===== config.mk =====
export PLATFORM = sky130hd
export DESIGN_NAME = bam_emit_flat
export DESIGN_NICKNAME = d
export VERILOG_FILES = /design/src/design/bam_pkg.sv /design/src/design/bam_if.sv /design/src/design/bam_emit.sv /design/src/flat_wrapper.sv
export SDC_FILE = /design/constraint.sdc
export NUM_CORES = 1
export LEC_CHECK = 0
export BUFFER_PORTS_ARGS = -buffer_cell sky130_fd_sc_hd__clkbuf_2
export CAP_MARGIN = 5
export CORE_ASPECT_RATIO = 1.5
export CORE_MARGIN = 2
export CORE_UTILIZATION = 60
export DETAILED_ROUTE_END_ITERATION = 7
export MAX_ROUTING_LAYER = met4
export PLACE_DENSITY_LB_ADDON = 0.1
export SKIP_LAST_GASP = 1
export SYNTH_ARGS = -nofsm -noshare
export SYNTH_HDL_FRONTEND = slang
export SYNTH_SLANG_ARGS = --single-unit
export TNS_END_PERCENT = 50

===== constraint.sdc =====
create_clock -name clk -period 5.5 [get_ports clk]
set_input_delay 0.55 -clock clk [delete_from_list [all_inputs] [get_ports clk]]
set_output_delay 0.55 -clock clk [all_outputs]
set_load 0.03 [all_outputs]

===== src/design/bam_pkg.sv =====
package bam_pkg;

  localparam int MaxWidthDef = 1024;
  localparam int MaxHeight   = 1024;
  localparam int BlockSize   = 3;
  localparam int ChanCount   = 4;
  localparam int ChW         = 8;
  localparam int SumW        = 12;
  localparam int CoordW      = 10;
  localparam int CfgW        = 11;
  localparam int EffW        = 13;
  localparam int RowW        = 10;
  localparam int ApbAddrW    = 3;
  localparam int ApbDataW    = 32;

  // register indexes
  localparam logic RegFrameWidth  = 1'b0;
  localparam logic RegFrameHeight = 1'b1;

  // 1/9 as 3641 / 2^15; exact floor for every 12-bit sum
  localparam int RecipNine  = 3641;
  localparam int RecipShift = 15;

  typedef logic [ChanCount-1:0][SumW-1:0] bam_sums_t;
  typedef logic [ChanCount-1:0][ChW-1:0]  bam_pix_t;

  // item handed from position tracking to the accumulator
  typedef struct packed {
    logic              acc;
    logic              fresh;
    logic              emit;
    bam_pix_t          px;
    logic [CoordW-1:0] row;
    logic [CoordW-1:0] col;
  } bam_req_t;

  // run of results: one pixel, or a whole block from its sums
  typedef struct packed {
    logic              blk;
    bam_sums_t         val;
    logic [CoordW-1:0] row;
    logic [CoordW-1:0] col;
  } bam_job_t;

  function automatic logic [ChW-1:0] div9(input logic [SumW-1:0] x);
    logic [SumW+13:0] prod;
    prod = (SumW+14)'(x) * (SumW+14)'(RecipNine);
    return prod[RecipShift +: ChW];
  endfunction

endpackage


===== src/design/bam_if.sv =====


interface bam_out_if;
  logic       valid;
  logic       ready;
  logic [9:0] out_row;
  logic [9:0] out_column;
  logic [7:0] out_red;
  logic [7:0] out_green;
  logic [7:0] out_blue;
  logic [7:0] out_alpha;
  logic       last_of_run;

  modport source(output valid, out_row, out_column, out_red, out_green, out_blue,
                 out_alpha, last_of_run, input ready);
  modport sink(input valid, out_row, out_column, out_red, out_green, out_blue,
               out_alpha, last_of_run, output ready);
endinterface


===== src/design/bam_emit.sv =====
module bam_emit (
  input  logic              clk,
  input  logic              rst_n,
  input  logic              job_valid,
  output logic              job_ready,
  input  bam_pkg::bam_job_t job,
  bam_out_if.source         out_ch
);

  logic                          slot_v_r;
  bam_pkg::bam_job_t             slot_r;
  logic                          cur_v_r;
  logic                          cur_blk_r;
  bam_pkg::bam_pix_t             cur_val_r;
  logic [bam_pkg::CoordW-1:0]    cur_row_r;
  logic [bam_pkg::CoordW-1:0]    cur_col_r;
  logic [1:0]                    dr_r;
  logic [1:0]                    dc_r;

  logic                          cur_last;
  logic                          out_take;
  logic                          cur_free;
  logic                          slot_mv;
  bam_pkg::bam_pix_t             load_val;

  assign cur_last  = !cur_blk_r || (dr_r == 2'(bam_pkg::BlockSize - 1) &&
                                    dc_r == 2'(bam_pkg::BlockSize - 1));
  assign out_take  = cur_v_r && out_ch.ready;
  assign cur_free  = !cur_v_r || (out_ch.ready && cur_last);
  assign slot_mv   = slot_v_r && cur_free;
  assign job_ready = !slot_v_r || slot_mv;

  always_comb begin
    for (int i = 0; i < bam_pkg::ChanCount; i++) begin
      load_val[i] = slot_r.blk ? bam_pkg::div9(slot_r.val[i])
                               : slot_r.val[i][bam_pkg::ChW-1:0];
    end
  end

  assign out_ch.valid       = cur_v_r;
  assign out_ch.out_row     = cur_row_r + bam_pkg::CoordW'(dr_r);
  assign out_ch.out_column  = cur_col_r + bam_pkg::CoordW'(dc_r);
  assign out_ch.out_red     = cur_val_r[0];
  assign out_ch.out_green   = cur_val_r[1];
  assign out_ch.out_blue    = cur_val_r[2];
  assign out_ch.out_alpha   = cur_val_r[3];
  assign out_ch.last_of_run = cur_last;

  always_ff @(posedge clk) begin
    if (!rst_n) begin
      slot_v_r <= 1'b0;
      cur_v_r  <= 1'b0;
      dr_r     <= '0;
      dc_r     <= '0;
    end else begin
      if (job_valid && job_ready) begin
        slot_v_r <= 1'b1;
      end else if (slot_mv) begin
        slot_v_r <= 1'b0;
      end
      if (slot_mv) begin
        cur_v_r <= 1'b1;
        dr_r    <= '0;
        dc_r    <= '0;
      end else if (cur_free) begin
        cur_v_r <= 1'b0;
      end else if (out_take) begin
        // walk the block in raster order
        if (dc_r == 2'(bam_pkg::BlockSize - 1)) begin
          dc_r <= '0;
          dr_r <= dr_r + 2'd1;
        end else begin
          dc_r <= dc_r + 2'd1;
        end
      end
    end
  end

  always_ff @(posedge clk) begin
    if (job_valid && job_ready) begin
      slot_r <= job;
    end
    if (slot_mv) begin
      cur_blk_r <= slot_r.blk;
      cur_val_r <= load_val;
      cur_row_r <= slot_r.row;
      cur_col_r <= slot_r.col;
    end
  end

endmodule


===== src/flat_wrapper.sv =====
// flat-port wrapper written by rule: the top's interface ports become plain ports
module bam_emit_flat 
  (clk, rst_n, job_valid, job_ready, job, out_ch_valid, out_ch_out_row, out_ch_out_column, out_ch_out_red, out_ch_out_green, out_ch_out_blue, out_ch_out_alpha, out_ch_last_of_run, out_ch_ready);
  bam_out_if out_ch_i ();
  input  logic clk;
  input  logic rst_n;
  input  logic job_valid;
  output logic job_ready;
  input  bam_pkg::bam_job_t job;
  output wire logic [$bits(out_ch_i.valid)-1:0] out_ch_valid;
  output wire logic [$bits(out_ch_i.out_row)-1:0] out_ch_out_row;
  output wire logic [$bits(out_ch_i.out_column)-1:0] out_ch_out_column;
  output wire logic [$bits(out_ch_i.out_red)-1:0] out_ch_out_red;
  output wire logic [$bits(out_ch_i.out_green)-1:0] out_ch_out_green;
  output wire logic [$bits(out_ch_i.out_blue)-1:0] out_ch_out_blue;
  output wire logic [$bits(out_ch_i.out_alpha)-1:0] out_ch_out_alpha;
  output wire logic [$bits(out_ch_i.last_of_run)-1:0] out_ch_last_of_run;
  input wire logic [$bits(out_ch_i.ready)-1:0] out_ch_ready;
  assign out_ch_valid = out_ch_i.valid;
  assign out_ch_out_row = out_ch_i.out_row;
  assign out_ch_out_column = out_ch_i.out_column;
  assign out_ch_out_red = out_ch_i.out_red;
  assign out_ch_out_green = out_ch_i.out_green;
  assign out_ch_out_blue = out_ch_i.out_blue;
  assign out_ch_out_alpha = out_ch_i.out_alpha;
  assign out_ch_last_of_run = out_ch_i.last_of_run;
  assign out_ch_i.ready = out_ch_ready;
  bam_emit u_core (.clk(clk), .rst_n(rst_n), .job_valid(job_valid), .job_ready(job_ready), .job(job), .out_ch(out_ch_i));
endmodule

==> metrics list <==
- Status: completed
* Average routed wire per standard cell: 17.7 um
- For this run, the register share of the synthesized area comes to 0.296.
- The smallest clock period supported by the final layout is computed as 5.17 ns.
- In this run, post-CTS repair resized a total of 0 instances.
- Clk pin slew, worst setup/hold paths: 0.06 ns
* Overall die height: 183 um
- Final setup skew: 0.0102 ns
- The pre-antenna-repair detailed-routing pass consisted of 5 iterations.
- Final Slew Violations: 0
* Proportion of layout cells with a drive suffix above 1: 0.148
- Dominant cells by area after synthesis: sky130_fd_sc_hd__edfxtp_1 29%, sky130_fd_sc_hd__ha_1 27%, sky130_fd_sc_hd__fa_1 19%
- 0 antenna diodes ended up in the layout.
* Pin count of the biggest net entering global routing: 70
- Across all hold checks on the routed design, the worst slack comes to 0.288 ns.
* Number of register bits inferred by synthesis: 128
- After the last flow step, the layout net total stands at 1,703.
- The share of total power dissipated in sequential elements is 0.193.
- Internal power contribution: 3.80 mW
- Number of synthesis warnings: 0
- The number of antenna violations at the first check in global routing is 0.
* Final setup violation count: 0
* Worst setup SP type: flip-flop
- Part of the total power dissipated in combinational logic: 0.623
- Final Cycle Share: 0.939
- Mean number of vias per cell: 5.53
- WS Path Type: flip-flop to flip-flop
- Syn Inst Count: 1,095
* Post-synth design cell area: 12,800 um^2
- Detailed placement ended at an HPWL of 22.7 mm.
- Number of levels the H-tree was split into: 4
- FFs w/ async S/R, synth: 0
- Headroom to the max-slew limit came out at 0.347.
- Net count of the mapped netlist: 1,557
- Library cell occupying the most area in the post-synthesis netlist: sky130_fd_sc_hd__edfxtp_1
* Clock Latency Late Sink: 0.43 ns
- Power per cell area: 468 nW/um^2
- The path class of the tightest hold or removal check is primary input to flip-flop.
* First-pass GRT wire length: 44.2 mm
* Adder and majority gate portion of the synthesized area: 0.451
- CTS saw 128 sinks.
- At the worst endpoint, the arrival time is 5.33 ns.
- Along the worst path, the maximum fanout reaches 5.
* Total leakage power: 7.32 nW
* DR DRC count: 0
* DR vias: 8,424
- Cell row count: 65
- Xor and xnor fraction of the mapped netlist area: 0.0357
- Count of max-cap constraint violations: 0
* Endpoint type of the worst setup path: flip-flop
- The count of final hold-check violations came to 0.
- Post-synthesis cell type count: 62
- Via count of the first global-routing pass: 9,217
- Worst setup slack after placement: 0.172 ns
- After global routing the overflow that remains totals 0.
* Clock share of power: 0.183
- Detailed-route wire length: 27.0 mm
* Switch share: 0.436
- Of the total synthesized cell area, the portion taken by AND, OR, NAND and NOR gates is 0.0557.
- The floorplan step defined a die boundary enclosing 22,500 um^2.
- In this run, post-CTS hold repair placed 0 buffers.
- The clock passes through at most 2 buffers.
- The count of nets left with antenna violations once routing finished came out at 0.
- In this run, synthesis inferred 122 flip-flops with an integrated enable.
* Clock tree from TritonCTS: built
- Worst-case vdd ir drop: 0.000367 V
- Data on the critical path is required at its endpoint by 5.66 ns.
* Share of the synthesized area in compound gates (AO/OA/AOI/OAI): 0.0775
- Maximum clock frequency: 194 MHz
- Number of primary I/O pins: 128
- Switching power: 2.94 mW
* Root buf cell: sky130_fd_sc_hd__clkbuf_16
- The first routing iteration left 343 violations.
- For the final routed database, the setup TNS stands at 0 ns.
- Routability-driven placement finished with a final weighted congestion of 0.925.
- RSZ-0062 raised after global routing: false
* Top cell type's share of synthesized area: 0.287
* Slack of the worst reg-to-reg path: 0.33 ns
* Total routing resource utilization after global routing: 0.270
* Dominant combinational cell family by area after synthesis: adder cells
- After clock tree synthesis, the setup repair step added 0 buffers.
* Post-synthesis mux area share: 0.0115
- IO Port Bufs: 127
* Syn Area/Cell: 11.7 um^2
* Prevailing post-synth register cell: sky130_fd_sc_hd__edfxtp_1
* Area growth from synthesis to layout: 12.8%
* Initial standard-cell utilization of the core: 0.608
- Least-Margin Pin Slew: 0.979 ns
* Width of the die: 123 um
- Area of the core: 21,000 um^2
* Clock buffer count from CTS: 17
- After layout, the worst setup slack is 0.334 ns.
==> sequential cells by signal (all words and copies together) (netlist names) <==
| register | count |
|---|---|
| u_core.cur_blk_r | 1 |
| u_core.slot_v_r | 1 |
| u_core.cur_col_r | 10 |
| u_core.out_ch.valid | 1 |
| u_core.out_ch.out_blue | 8 |
| u_core.out_ch.out_red | 8 |
| u_core.dc_r | 2 |
| u_core.slot_r | 69 |
| u_core.out_ch.out_alpha | 8 |
| u_core.out_ch.out_green | 8 |
| u_core.cur_row_r | 10 |
| u_core.dr_r | 2 |
==> power groups by stage <==
stage / Combinational, mW / Clock [mW] / Sequential [mW]
floorplan: 3.03 / 0 / 1.43
global placement: 4.09 / 0 / 1.32
detailed placement: 4.17 / 0 / 1.32
CTS: 4.21 / 1.25 / 1.30
global route: 4.81 / 1.29 / 1.31
finish: 4.20 / 1.24 / 1.30
==> metal layers <==
layer	vias to the layer above	GRT usage	part of all wire
li1	4068	-	-
met1	4056	0.267	0.35
met2	212	0.495	0.56
met3	88	0.0425	0.037
met4	0	0.144	0.055
met5	-	-	0
==> stage by stage <==
step            util  std cells  total power, mW  cell area, um^2
2_1_floorplan      -       1095             4.45            12800
3_3_place_gp   0.655       1490             5.41            13700
3_5_place_dp   0.655       1490             5.49            13700
4_1_cts        0.685       1522             6.77            14400
5_1_grt        0.686       1522             7.41            14400
6_report       0.686       1522             6.73            14400
==> Yosys cell counts, types with 2 or more instances <==
master and n:
sky130_fd_sc_hd__edfxtp_1 122, sky130_fd_sc_hd__inv_1 234, sky130_fd_sc_hd__dfxtp_1 6, sky130_fd_sc_hd__o22ai_1 4, sky130_fd_sc_hd__nand2b_1 6, sky130_fd_sc_hd__o21ai_1 2, sky130_fd_sc_hd__mux2_2 5, sky130_fd_sc_hd__clkbuf_1 5
sky130_fd_sc_hd__a22oi_1 2, sky130_fd_sc_hd__a21o_1 22, sky130_fd_sc_hd__a31oi_1 7, sky130_fd_sc_hd__or4_1 2, sky130_fd_sc_hd__xor2_1 25, sky130_fd_sc_hd__nor3_1 9, sky130_fd_sc_hd__ha_1 271, sky130_fd_sc_hd__xnor2_1 27
sky130_fd_sc_hd__o21bai_1 3, sky130_fd_sc_hd__o21a_1 7, sky130_fd_sc_hd__o221ai_1 6, sky130_fd_sc_hd__nand3_1 19, sky130_fd_sc_hd__a31o_2 2, sky130_fd_sc_hd__nor2_1 27, sky130_fd_sc_hd__nor2b_1 8, sky130_fd_sc_hd__a21oi_1 28
sky130_fd_sc_hd__and4_1 4, sky130_fd_sc_hd__clkbuf_8 2, sky130_fd_sc_hd__a41oi_1 2, sky130_fd_sc_hd__o311ai_0 2, sky130_fd_sc_hd__nand2_1 31, sky130_fd_sc_hd__o2111ai_1 4, sky130_fd_sc_hd__a2111oi_2 2, sky130_fd_sc_hd__o31ai_1 3
sky130_fd_sc_hd__o211ai_1 4, sky130_fd_sc_hd__and3_1 7, sky130_fd_sc_hd__o21ai_0 12, sky130_fd_sc_hd__mux2i_1 9, sky130_fd_sc_hd__a211oi_1 3, sky130_fd_sc_hd__nor3b_1 3, sky130_fd_sc_hd__o311ai_1 2, sky130_fd_sc_hd__fa_1 118
sky130_fd_sc_hd__a211o_1 8, sky130_fd_sc_hd__nand4_1 6, sky130_fd_sc_hd__and2_1 5
==> final cells by class <==
cell class                 count  area [um^2]
timing repair buffer         134          688
fill                        1609         6590
clock buffer                  17          425
clock inverter                15          204
sequential                   128         3780
multi-input combinational    726         8080
tap                          268          335
inverter                     234          878
==> logic make-up (layout without fill, tap and decap cells) <==
kind of cell	Yosys count	after routing
adders and majority gates	389	389
and+or+nand+nor	135	135
buffers and inverters	241	400
muxes	14	14
DFF	128	128
xor gates and xnor gates	52	52
AOI/OAI and AO/OA	136	136
==> placed cells by master (no fill, tap or decap), types with 7 or more instances in the layout <==
cell type                   Yosys  final
sky130_fd_sc_hd__a211o_1        8      8
sky130_fd_sc_hd__xor2_1        25     25
sky130_fd_sc_hd__clkbuf_2       0    127
sky130_fd_sc_hd__nand3_1       19     19
sky130_fd_sc_hd__ha_1         271    271
sky130_fd_sc_hd__and3_1         7      7
sky130_fd_sc_hd__a31oi_1        7      7
sky130_fd_sc_hd__edfxtp_1     122    122
sky130_fd_sc_hd__a21o_1        22     22
sky130_fd_sc_hd__nor3_1         9      9
sky130_fd_sc_hd__inv_1        234    234
sky130_fd_sc_hd__nand2_1       31     31
sky130_fd_sc_hd__nor2_1        27     27
sky130_fd_sc_hd__buf_4          0      7
sky130_fd_sc_hd__o21a_1         7      7
sky130_fd_sc_hd__mux2i_1        9      9
sky130_fd_sc_hd__nor2b_1        8      7
sky130_fd_sc_hd__clkbuf_16      0     17
sky130_fd_sc_hd__a21oi_1       28     28
sky130_fd_sc_hd__xnor2_1       27     27
sky130_fd_sc_hd__o21ai_0       12     12
sky130_fd_sc_hd__fa_1         118    118
==> critical path, cell delays in order (launching register included) <==
cell and delay [ns]:
sky130_fd_sc_hd__edfxtp_1 0.39, sky130_fd_sc_hd__inv_1 0.13, sky130_fd_sc_hd__fa_1 0.56, sky130_fd_sc_hd__inv_1 0.05, sky130_fd_sc_hd__ha_1 0.29, sky130_fd_sc_hd__inv_1 0.06
sky130_fd_sc_hd__fa_1 0.53, sky130_fd_sc_hd__inv_1 0.05, sky130_fd_sc_hd__fa_1 0.50, sky130_fd_sc_hd__inv_1 0.05, sky130_fd_sc_hd__fa_1 0.53, sky130_fd_sc_hd__inv_1 0.04
sky130_fd_sc_hd__ha_1 0.21, sky130_fd_sc_hd__a2111oi_2 0.45, sky130_fd_sc_hd__o21a_1 0.26, sky130_fd_sc_hd__nor4b_4 0.08, sky130_fd_sc_hd__or2_4 0.28, sky130_fd_sc_hd__a2111oi_2 0.30
sky130_fd_sc_hd__o22ai_1 0.14
==> worst paths after layout <==
check | from | end | depth (start not counted)
worst min-delay path | job[59] | u_core.slot_r[59] | 1
worst max-delay path | u_core.slot_r[39] | u_core.out_ch.out_green[5] | 18
worst min register to register | u_core.slot_r[2] | u_core.cur_col_r[2] | 0
worst max register to register | u_core.slot_r[39] | u_core.out_ch.out_green[5] | 18
Note: power is estimated with default switching activity, not from simulation.
